### src/rtl/utf8c_pkg.sv
`default_nettype none
// ----------------------------------------------------------------------------
// UTF-8 classifier package
// Shared types, byte constants and helper functions for the UTF-8 stream
// encoding classifier.
// ----------------------------------------------------------------------------
package utf8c_pkg;

    // Result classes delivered at the end of a stream.
    typedef enum logic [1:0] {
        CLS_ASCII   = 2'd0,
        CLS_UTF8    = 2'd1,
        CLS_BOM     = 2'd2,
        CLS_UNKNOWN = 2'd3
    } enc_class_t;

    // Per-stream scan state.
    typedef struct packed {
        logic [1:0] byte_position;
        logic       bom_prefix_match;
        logic [1:0] pending_continuations;
        logic       saw_multibyte;
        logic       saw_error;
    } scan_state_t;

    localparam scan_state_t SCAN_STATE_RESET = '{
        byte_position:         2'd0,
        bom_prefix_match:      1'b1,
        pending_continuations: 2'd0,
        saw_multibyte:         1'b0,
        saw_error:             1'b0
    };

    localparam logic [1:0] BOM_LENGTH = 2'd3;

    localparam logic [7:0] BOM_BYTE0 = 8'hEF;
    localparam logic [7:0] BOM_BYTE1 = 8'hBB;
    localparam logic [7:0] BOM_BYTE2 = 8'hBF;

    localparam logic [7:0] MASK_LEAD1 = 8'h80;
    localparam logic [7:0] MASK_LEAD2 = 8'hE0;
    localparam logic [7:0] MASK_LEAD3 = 8'hF0;
    localparam logic [7:0] MASK_LEAD4 = 8'hF8;
    localparam logic [7:0] MASK_CONT  = 8'hC0;

    localparam logic [7:0] PAT_LEAD1 = 8'h00;
    localparam logic [7:0] PAT_LEAD2 = 8'hC0;
    localparam logic [7:0] PAT_LEAD3 = 8'hE0;
    localparam logic [7:0] PAT_LEAD4 = 8'hF0;
    localparam logic [7:0] PAT_CONT  = 8'h80;

    // Expected byte of the byte order mark at a given position.
    function automatic logic [7:0] bom_byte(input logic [1:0] pos);
        logic [7:0] b;
        case (pos)
            2'd0:    b = BOM_BYTE0;
            2'd1:    b = BOM_BYTE1;
            2'd2:    b = BOM_BYTE2;
            default: b = BOM_BYTE0;
        endcase
        return b;
    endfunction

    // Sequence length opened by a lead byte, 1 to 4, or 0 when it is no lead byte.
    function automatic logic [2:0] lead_length(input logic [7:0] b);
        logic [2:0] n;
        if ((b & MASK_LEAD1) == PAT_LEAD1) begin
            n = 3'd1;
        end
        else if ((b & MASK_LEAD2) == PAT_LEAD2) begin
            n = 3'd2;
        end
        else if ((b & MASK_LEAD3) == PAT_LEAD3) begin
            n = 3'd3;
        end
        else if ((b & MASK_LEAD4) == PAT_LEAD4) begin
            n = 3'd4;
        end
        else begin
            n = 3'd0;
        end
        return n;
    endfunction

endpackage : utf8c_pkg
`default_nettype wire

### src/rtl/utf8c_step.sv
`default_nettype none
// ----------------------------------------------------------------------------
// UTF-8 classifier scan step
// Combinational update of the scan state for one request, and the class that
// the stream ends with when the request closes it.
// ----------------------------------------------------------------------------
module utf8c_step (
    input  var utf8c_pkg::scan_state_t state,
    input  wire logic [7:0]            data_byte,
    input  wire logic                  end_only,
    input  wire logic                  last,
    output utf8c_pkg::scan_state_t     state_next,
    output utf8c_pkg::enc_class_t      encoding_class
);
    import utf8c_pkg::*;

    scan_state_t upd;
    logic [2:0]  n;

    assign n = lead_length(data_byte);

    always_comb
    begin
        upd = state;
        if (!end_only)
        begin
            if (state.byte_position < BOM_LENGTH)
            begin
                if (data_byte != bom_byte(state.byte_position))
                begin
                    upd.bom_prefix_match = 1'b0;
                end
                upd.byte_position = state.byte_position + 2'd1;
            end
            if (state.pending_continuations != 2'd0)
            begin
                if ((data_byte & MASK_CONT) == PAT_CONT)
                begin
                    upd.pending_continuations = state.pending_continuations - 2'd1;
                end
                else
                begin
                    // The offending byte is not retried as a lead byte.
                    upd.saw_error             = 1'b1;
                    upd.pending_continuations = 2'd0;
                end
            end
            else if (n == 3'd0)
            begin
                upd.saw_error = 1'b1;
            end
            else if (n > 3'd1)
            begin
                upd.saw_multibyte         = 1'b1;
                upd.pending_continuations = 2'(n - 3'd1);
            end
        end
    end

    always_comb
    begin
        if (upd.byte_position == BOM_LENGTH && upd.bom_prefix_match)
        begin
            encoding_class = CLS_BOM;
        end
        else if (upd.saw_error || upd.pending_continuations != 2'd0)
        begin
            encoding_class = CLS_UNKNOWN;
        end
        else if (upd.saw_multibyte)
        begin
            encoding_class = CLS_UTF8;
        end
        else
        begin
            encoding_class = CLS_ASCII;
        end
    end

    assign state_next = last ? SCAN_STATE_RESET : upd;

endmodule : utf8c_step
`default_nettype wire

### src/rtl/utf8_stream_encoding_classifier_unit.sv
`default_nettype none
// ----------------------------------------------------------------------------
// UTF-8 stream encoding classifier
// Scans a byte stream and reports ASCII, UTF-8, UTF-8 with BOM or unknown at
// the request marked last.
// ----------------------------------------------------------------------------
// The block takes one request per clock cycle while in_stall is low. Each
// request is captured in an input register; from there it updates the scan
// state, and for a request marked last the class is written to the result
// register, which drives encoding_class.
// in_stall rises only while the input register holds a last request and the
// result register is still held by out_stall. The scan state returns to its
// reset value after every stream end, so streams may follow back to back.
module utf8_stream_encoding_classifier_unit (
    input  wire logic       clk,
    input  wire logic       rst_n,
    input  wire logic       in_valid,
    output logic            in_stall,
    input  wire logic [7:0] data_byte,
    input  wire logic       end_only,
    input  wire logic       last,
    output logic            out_valid,
    input  wire logic       out_stall,
    output logic [1:0]      encoding_class
);
    import utf8c_pkg::*;

    logic        s1_valid_reg;
    logic        s1_valid_next;
    logic [7:0]  s1_byte_reg;
    logic        s1_end_only_reg;
    logic        s1_last_reg;
    logic        s1_advance;
    logic        out_free;

    scan_state_t state_reg;
    scan_state_t state_next;
    enc_class_t  step_class;

    logic        out_valid_reg;
    logic        out_valid_next;
    enc_class_t  out_class_reg;

    assign out_free   = !out_valid_reg || !out_stall;
    assign s1_advance = s1_valid_reg && (!s1_last_reg || out_free);
    assign in_stall   = s1_valid_reg && !s1_advance;

    assign s1_valid_next  = in_valid || (s1_valid_reg && !s1_advance);
    assign out_valid_next = (s1_advance && s1_last_reg) || (out_valid_reg && out_stall);

    utf8c_step u_step (
        .state          (state_reg),
        .data_byte      (s1_byte_reg),
        .end_only       (s1_end_only_reg),
        .last           (s1_last_reg),
        .state_next     (state_next),
        .encoding_class (step_class)
    );

    always_ff @(posedge clk or negedge rst_n)
    begin
        if (!rst_n)
        begin
            s1_valid_reg  <= 1'b0;
            out_valid_reg <= 1'b0;
            state_reg     <= SCAN_STATE_RESET;
        end
        else
        begin
            s1_valid_reg  <= s1_valid_next;
            out_valid_reg <= out_valid_next;
            if (s1_advance)
            begin
                state_reg <= state_next;
            end
        end
    end

    always_ff @(posedge clk)
    begin
        if (!in_stall)
        begin
            s1_byte_reg     <= data_byte;
            s1_end_only_reg <= end_only;
            s1_last_reg     <= last;
        end
        if (s1_advance && s1_last_reg)
        begin
            out_class_reg <= step_class;
        end
    end

    assign out_valid      = out_valid_reg;
    assign encoding_class = out_class_reg;

    // The input side is held back only by a stalled result.
    assert property (@(posedge clk) disable iff (!rst_n)
        in_stall |-> (out_valid && out_stall && s1_last_reg))
        else $error("input stalled without a pending result");

    // Closing a stream returns the scan state to its reset value.
    assert property (@(posedge clk) disable iff (!rst_n)
        (s1_advance && s1_last_reg) |=> (state_reg == SCAN_STATE_RESET))
        else $error("scan state not cleared after stream end");

    // No byte taken yet means nothing recorded yet.
    assert property (@(posedge clk) disable iff (!rst_n)
        (state_reg.byte_position == 2'd0) |->
            (state_reg.bom_prefix_match && !state_reg.saw_error &&
             !state_reg.saw_multibyte && state_reg.pending_continuations == 2'd0))
        else $error("scan state set before any byte");

    // A new result only follows a last request in the input register.
    assert property (@(posedge clk) disable iff (!rst_n)
        $rose(out_valid) |-> $past(s1_valid_reg && s1_last_reg))
        else $error("result without a stream end");

endmodule : utf8_stream_encoding_classifier_unit
`default_nettype wire

### config.mk
export PLATFORM = sky130hd
export DESIGN_NAME = utf8_stream_encoding_classifier_unit
export DESIGN_NICKNAME = d
export VERILOG_FILES = /design/src/rtl/utf8c_pkg.sv /design/src/rtl/utf8c_step.sv /design/src/rtl/utf8_stream_encoding_classifier_unit.sv
export SDC_FILE = /design/constraint.sdc
export NUM_CORES = 1
export LEC_CHECK = 0
export ABC_CLOCK_PERIOD_IN_PS = 2980
export BUFFER_PORTS_ARGS = -buffer_cell sky130_fd_sc_hd__buf_4
export CORE_MARGIN = 5
export CORE_UTILIZATION = 53
export CTS_CLUSTER_DIAMETER = 60
export CTS_CLUSTER_SIZE = 25
export DETAILED_ROUTE_END_ITERATION = 6
export PLACE_DENSITY = 0.76
export RECOVER_POWER = 25
export SYNTH_ARGS = -nofsm -noshare
export SYNTH_HDL_FRONTEND = slang
export SYNTH_SLANG_ARGS = --single-unit
### constraint.sdc
create_clock -name clk -period 2.98 [get_ports clk]
set_clock_uncertainty 0.15 [all_clocks]
set_input_delay 0.298 -clock clk [delete_from_list [all_inputs] [get_ports clk]]
set_output_delay 0.298 -clock clk [all_outputs]
set_load 0.005 [all_outputs]
==> summary.md <==
- least setup slack across all paths after layout: 0.633 ns
- max FFs per register: 8
- WL/cell: 14.6 um
- combined area of all synthesized cells: 1040 sq um
- clock tree buffer depth: 2
- vias after detailed routing: 801
- area of combinational cells with multiple inputs: 419 sq um
- number of fill cells: 150
- fraction of layout instances using a drive strength above 1: 0.212
- Seq/Total Area, Yosys: 0.564
- count of standard-cell rows: 16
- critical path type: flip-flop to flip-flop
- pin slew with the least headroom to its limit: 0.588 ns
- GR Util All Layers: 0.177
- synthesis-to-finish area growth: 28.3%
- largest net degree at the start of global routing: 13
- register bit total from synthesis: 21
- via count of the first global-routing pass: 820
- I/O pin total: 18
- cell at the root of the clock tree: sky130_fd_sc_hd__clkbuf_4
- Max Freq: 426 MHz
- Cells after DPL: 130
- synthesized netlist net count: 105
- placed inst area: 1200 sq um
- number of detailed-routing iterations run before antenna repair: 4
- Port Buf Inserts: 17
- cts bufs inserted: 3
- DPL Wire Length: 1.55 mm
- final period demand of the worst path: 2.35 ns
- endpoint class of the critical path: flip-flop
- Peak supply drop: 0.352 mV
- H-tree levels: 1
- clock sinks: 21
- post-synthesis cell type with the largest combined area: sky130_fd_sc_hd__edfxtp_1
- top cell type's share of synthesized area: 0.347
- clock edge transition at the registers on the reported setup and hold paths: 0.11 ns
- fraction of the cycle the final worst path needs: 0.787
- Chip Width: 54.3 um
- arrival time of the worst setup path: 2.24 ns
- Final Routed Wirelength: 2.12 mm
- wire length of the first global-routing pass: 3.64 mm
- Core ar.: 1920 sq um
- gate count after technology mapping: 86
- Via-to-Cell Ratio: 5.52
- power per cell area: 492 nW/um^2
- share of flip-flops with an asynchronous set or reset: 0.429
- number of nets in the layout: 138
- antenna cells: 0
- run status: completed
- most frequently used flop master after synthesis: sky130_fd_sc_hd__edfxtp_1
- Mean Syn Cell Area: 12.1 sq um
- sum of negative setup slack: 0 ns
- antenna-violating nets left: 0
- critical path startpoint category: flip-flop
- initial DRC count: 23
- Remaining DRCs: 0
- EDFF count, synth: 12
- Register Area: 587 sq um
- Worst Setup Slack post-DPL: 0.661 ns
- Netlist cell types: 35
- area of the die: 2950 sq um
- remaining global-route overflow: 0
- unrepaired setup endpoints after global routing: no
- weighted congestion at the end of routability-driven global placement: 0.820
- maximum fanout count along the critical path: 5
- Slew HR: 0.607
- leakage power of the design: 0.558 nW
- starting density of the core: 0.541
- clock tree from TritonCTS: yes
- main area contributors after synthesis: sky130_fd_sc_hd__edfxtp_1, sky130_fd_sc_hd__dfrtp_1, sky130_fd_sc_hd__ha_1, sky130_fd_sc_hd__inv_1, sky130_fd_sc_hd__a2111oi_4
- Synth warnings: 0
- worst hold path class: input port to flip-flop
- data required time at the worst endpoint: 2.87 ns
- total of endpoints with negative setup slack in the final report: 0
- PnR Total Power: 657 uW
- Die Span Y: 54.3 um
- finished layout cell area: 1330 sq um
- antenna violations before repair: 0
- Resized Gates After CTS: 0
- Max Slew Vio Count: 0
- non-filler cells in the finished layout: 145
- endpoints failing hold: 0
- number of max-cap violations: 0
- Clock Latency Late Sink: 0.31 ns
[stage by stage]
step,hold slack (ns),utilization
final,0.0174,0.694
after global routing,0.0116,0.694
after CTS,0.000929,0.644
after detailed placement,-0.0199,0.625
after global placement,-0.0216,0.625
after floorplan,-0.148,-
[timing repair]
action,CTS,global route
endpoints found under the hold margin,9,10
hold buffers,1,10
setup buffers,0,0
[critical path: stages, from the launching register on]
cell and delay (ns):
sky130_fd_sc_hd__dfrtp_1 0.43, sky130_fd_sc_hd__inv_1 0.09, sky130_fd_sc_hd__ha_1 0.33, sky130_fd_sc_hd__or3b_4 0.39, sky130_fd_sc_hd__a2111oi_4 0.40, sky130_fd_sc_hd__o221a_1 0.25
sky130_fd_sc_hd__a41oi_1 0.05
[per-layer routing]
metal  track usage  up-vias  routed length (um)
met5             0        -                   0
met2         0.283       15                1100
met1         0.220      389                 911
met3        0.0381        4                  69
li1              -      393                   -
met4        0.0996        0                  34
[layout by cell type (no fill, tap or decap), types with 2 or more instances in the layout]
master                           n
sky130_fd_sc_hd__clkbuf_4        5
sky130_fd_sc_hd__nor2_1          3
sky130_fd_sc_hd__o2bb2ai_1       2
sky130_fd_sc_hd__nand2_1         3
sky130_fd_sc_hd__edfxtp_1       12
sky130_fd_sc_hd__nand4b_1        2
sky130_fd_sc_hd__a21o_1          2
sky130_fd_sc_hd__o22ai_1         2
sky130_fd_sc_hd__o21ai_0         2
sky130_fd_sc_hd__inv_1           9
sky130_fd_sc_hd__nand2b_1        3
sky130_fd_sc_hd__clkbuf_1        2
sky130_fd_sc_hd__nand3_1         3
sky130_fd_sc_hd__dfrtp_1         8
sky130_fd_sc_hd__dlygate4sd3_1  11
sky130_fd_sc_hd__buf_4          14
sky130_fd_sc_hd__a211oi_1        2
sky130_fd_sc_hd__nand4_1         4
sky130_fd_sc_hd__a21oi_1         4
sky130_fd_sc_hd__ha_1            5
sky130_fd_sc_hd__nor3_1          2
[cells in the mapped netlist (2+ instances only)]
cell type / number
sky130_fd_sc_hd__o22ai_1: 2
sky130_fd_sc_hd__inv_1: 9
sky130_fd_sc_hd__nand2_1: 3
sky130_fd_sc_hd__o21ai_0: 2
sky130_fd_sc_hd__a211oi_1: 2
sky130_fd_sc_hd__nor3_1: 2
sky130_fd_sc_hd__o2bb2ai_1: 2
sky130_fd_sc_hd__edfxtp_1: 12
sky130_fd_sc_hd__a21o_1: 2
sky130_fd_sc_hd__a21oi_1: 4
sky130_fd_sc_hd__nand4_1: 4
sky130_fd_sc_hd__dfrtp_1: 8
sky130_fd_sc_hd__nor2_1: 3
sky130_fd_sc_hd__nand3_1: 3
sky130_fd_sc_hd__nand4b_1: 2
sky130_fd_sc_hd__nand2b_1: 3
sky130_fd_sc_hd__ha_1: 5
[report_power, final]
part           switching, mW  leakage, nW  internal (mW)
clock network         0.0838       0.0150         0.0523
logic                 0.0762        0.304         0.0765
registers             0.0237        0.239          0.344
total                  0.184        0.558          0.473
[cells by family (layout without fill, tap and decap cells)]
logic type,count (synthesis),in the layout,synth area share
DFF,21,21,0.564
adders and majority gates,5,5,0.0602
buffers and inverters,9,41,0.0325
and+or+nand+nor,30,30,0.178
AOI/OAI and AO/OA,20,20,0.156
xor gates and xnor gates,1,1,0.00843
[worst paths after layout]
check                                              start                               to  slack [ns]  cells past startpoint
worst max register to register  state_reg[5]$_DFFE_PN0P_  encoding_class[0]$_SDFFCE_PP0P_        0.63                      6
worst min register to register  state_reg[1]$_DFFE_PN0P_         state_reg[1]$_DFFE_PN0P_        0.37                      2
max in group asynchronous                          rst_n         state_reg[4]$_DFFE_PN1P_        2.01                      2
worst max-delay path            state_reg[5]$_DFFE_PN0P_  encoding_class[0]$_SDFFCE_PP0P_        0.63                      6
worst min-delay path                            in_valid           s1_valid_reg$_DFF_PN0_        0.02                      2
min in group asynchronous                          rst_n         state_reg[0]$_DFFE_PN0P_        0.31                      2
[final cells by class]
type                       count  area share
sequential                    21       0.440
multi-input combinational     56       0.314
timing repair buffer          28       0.175
inverter                       9      0.0253
tap                           27      0.0253
clock buffer                   4      0.0197
Note: power is estimated with default switching activity, not from simulation.
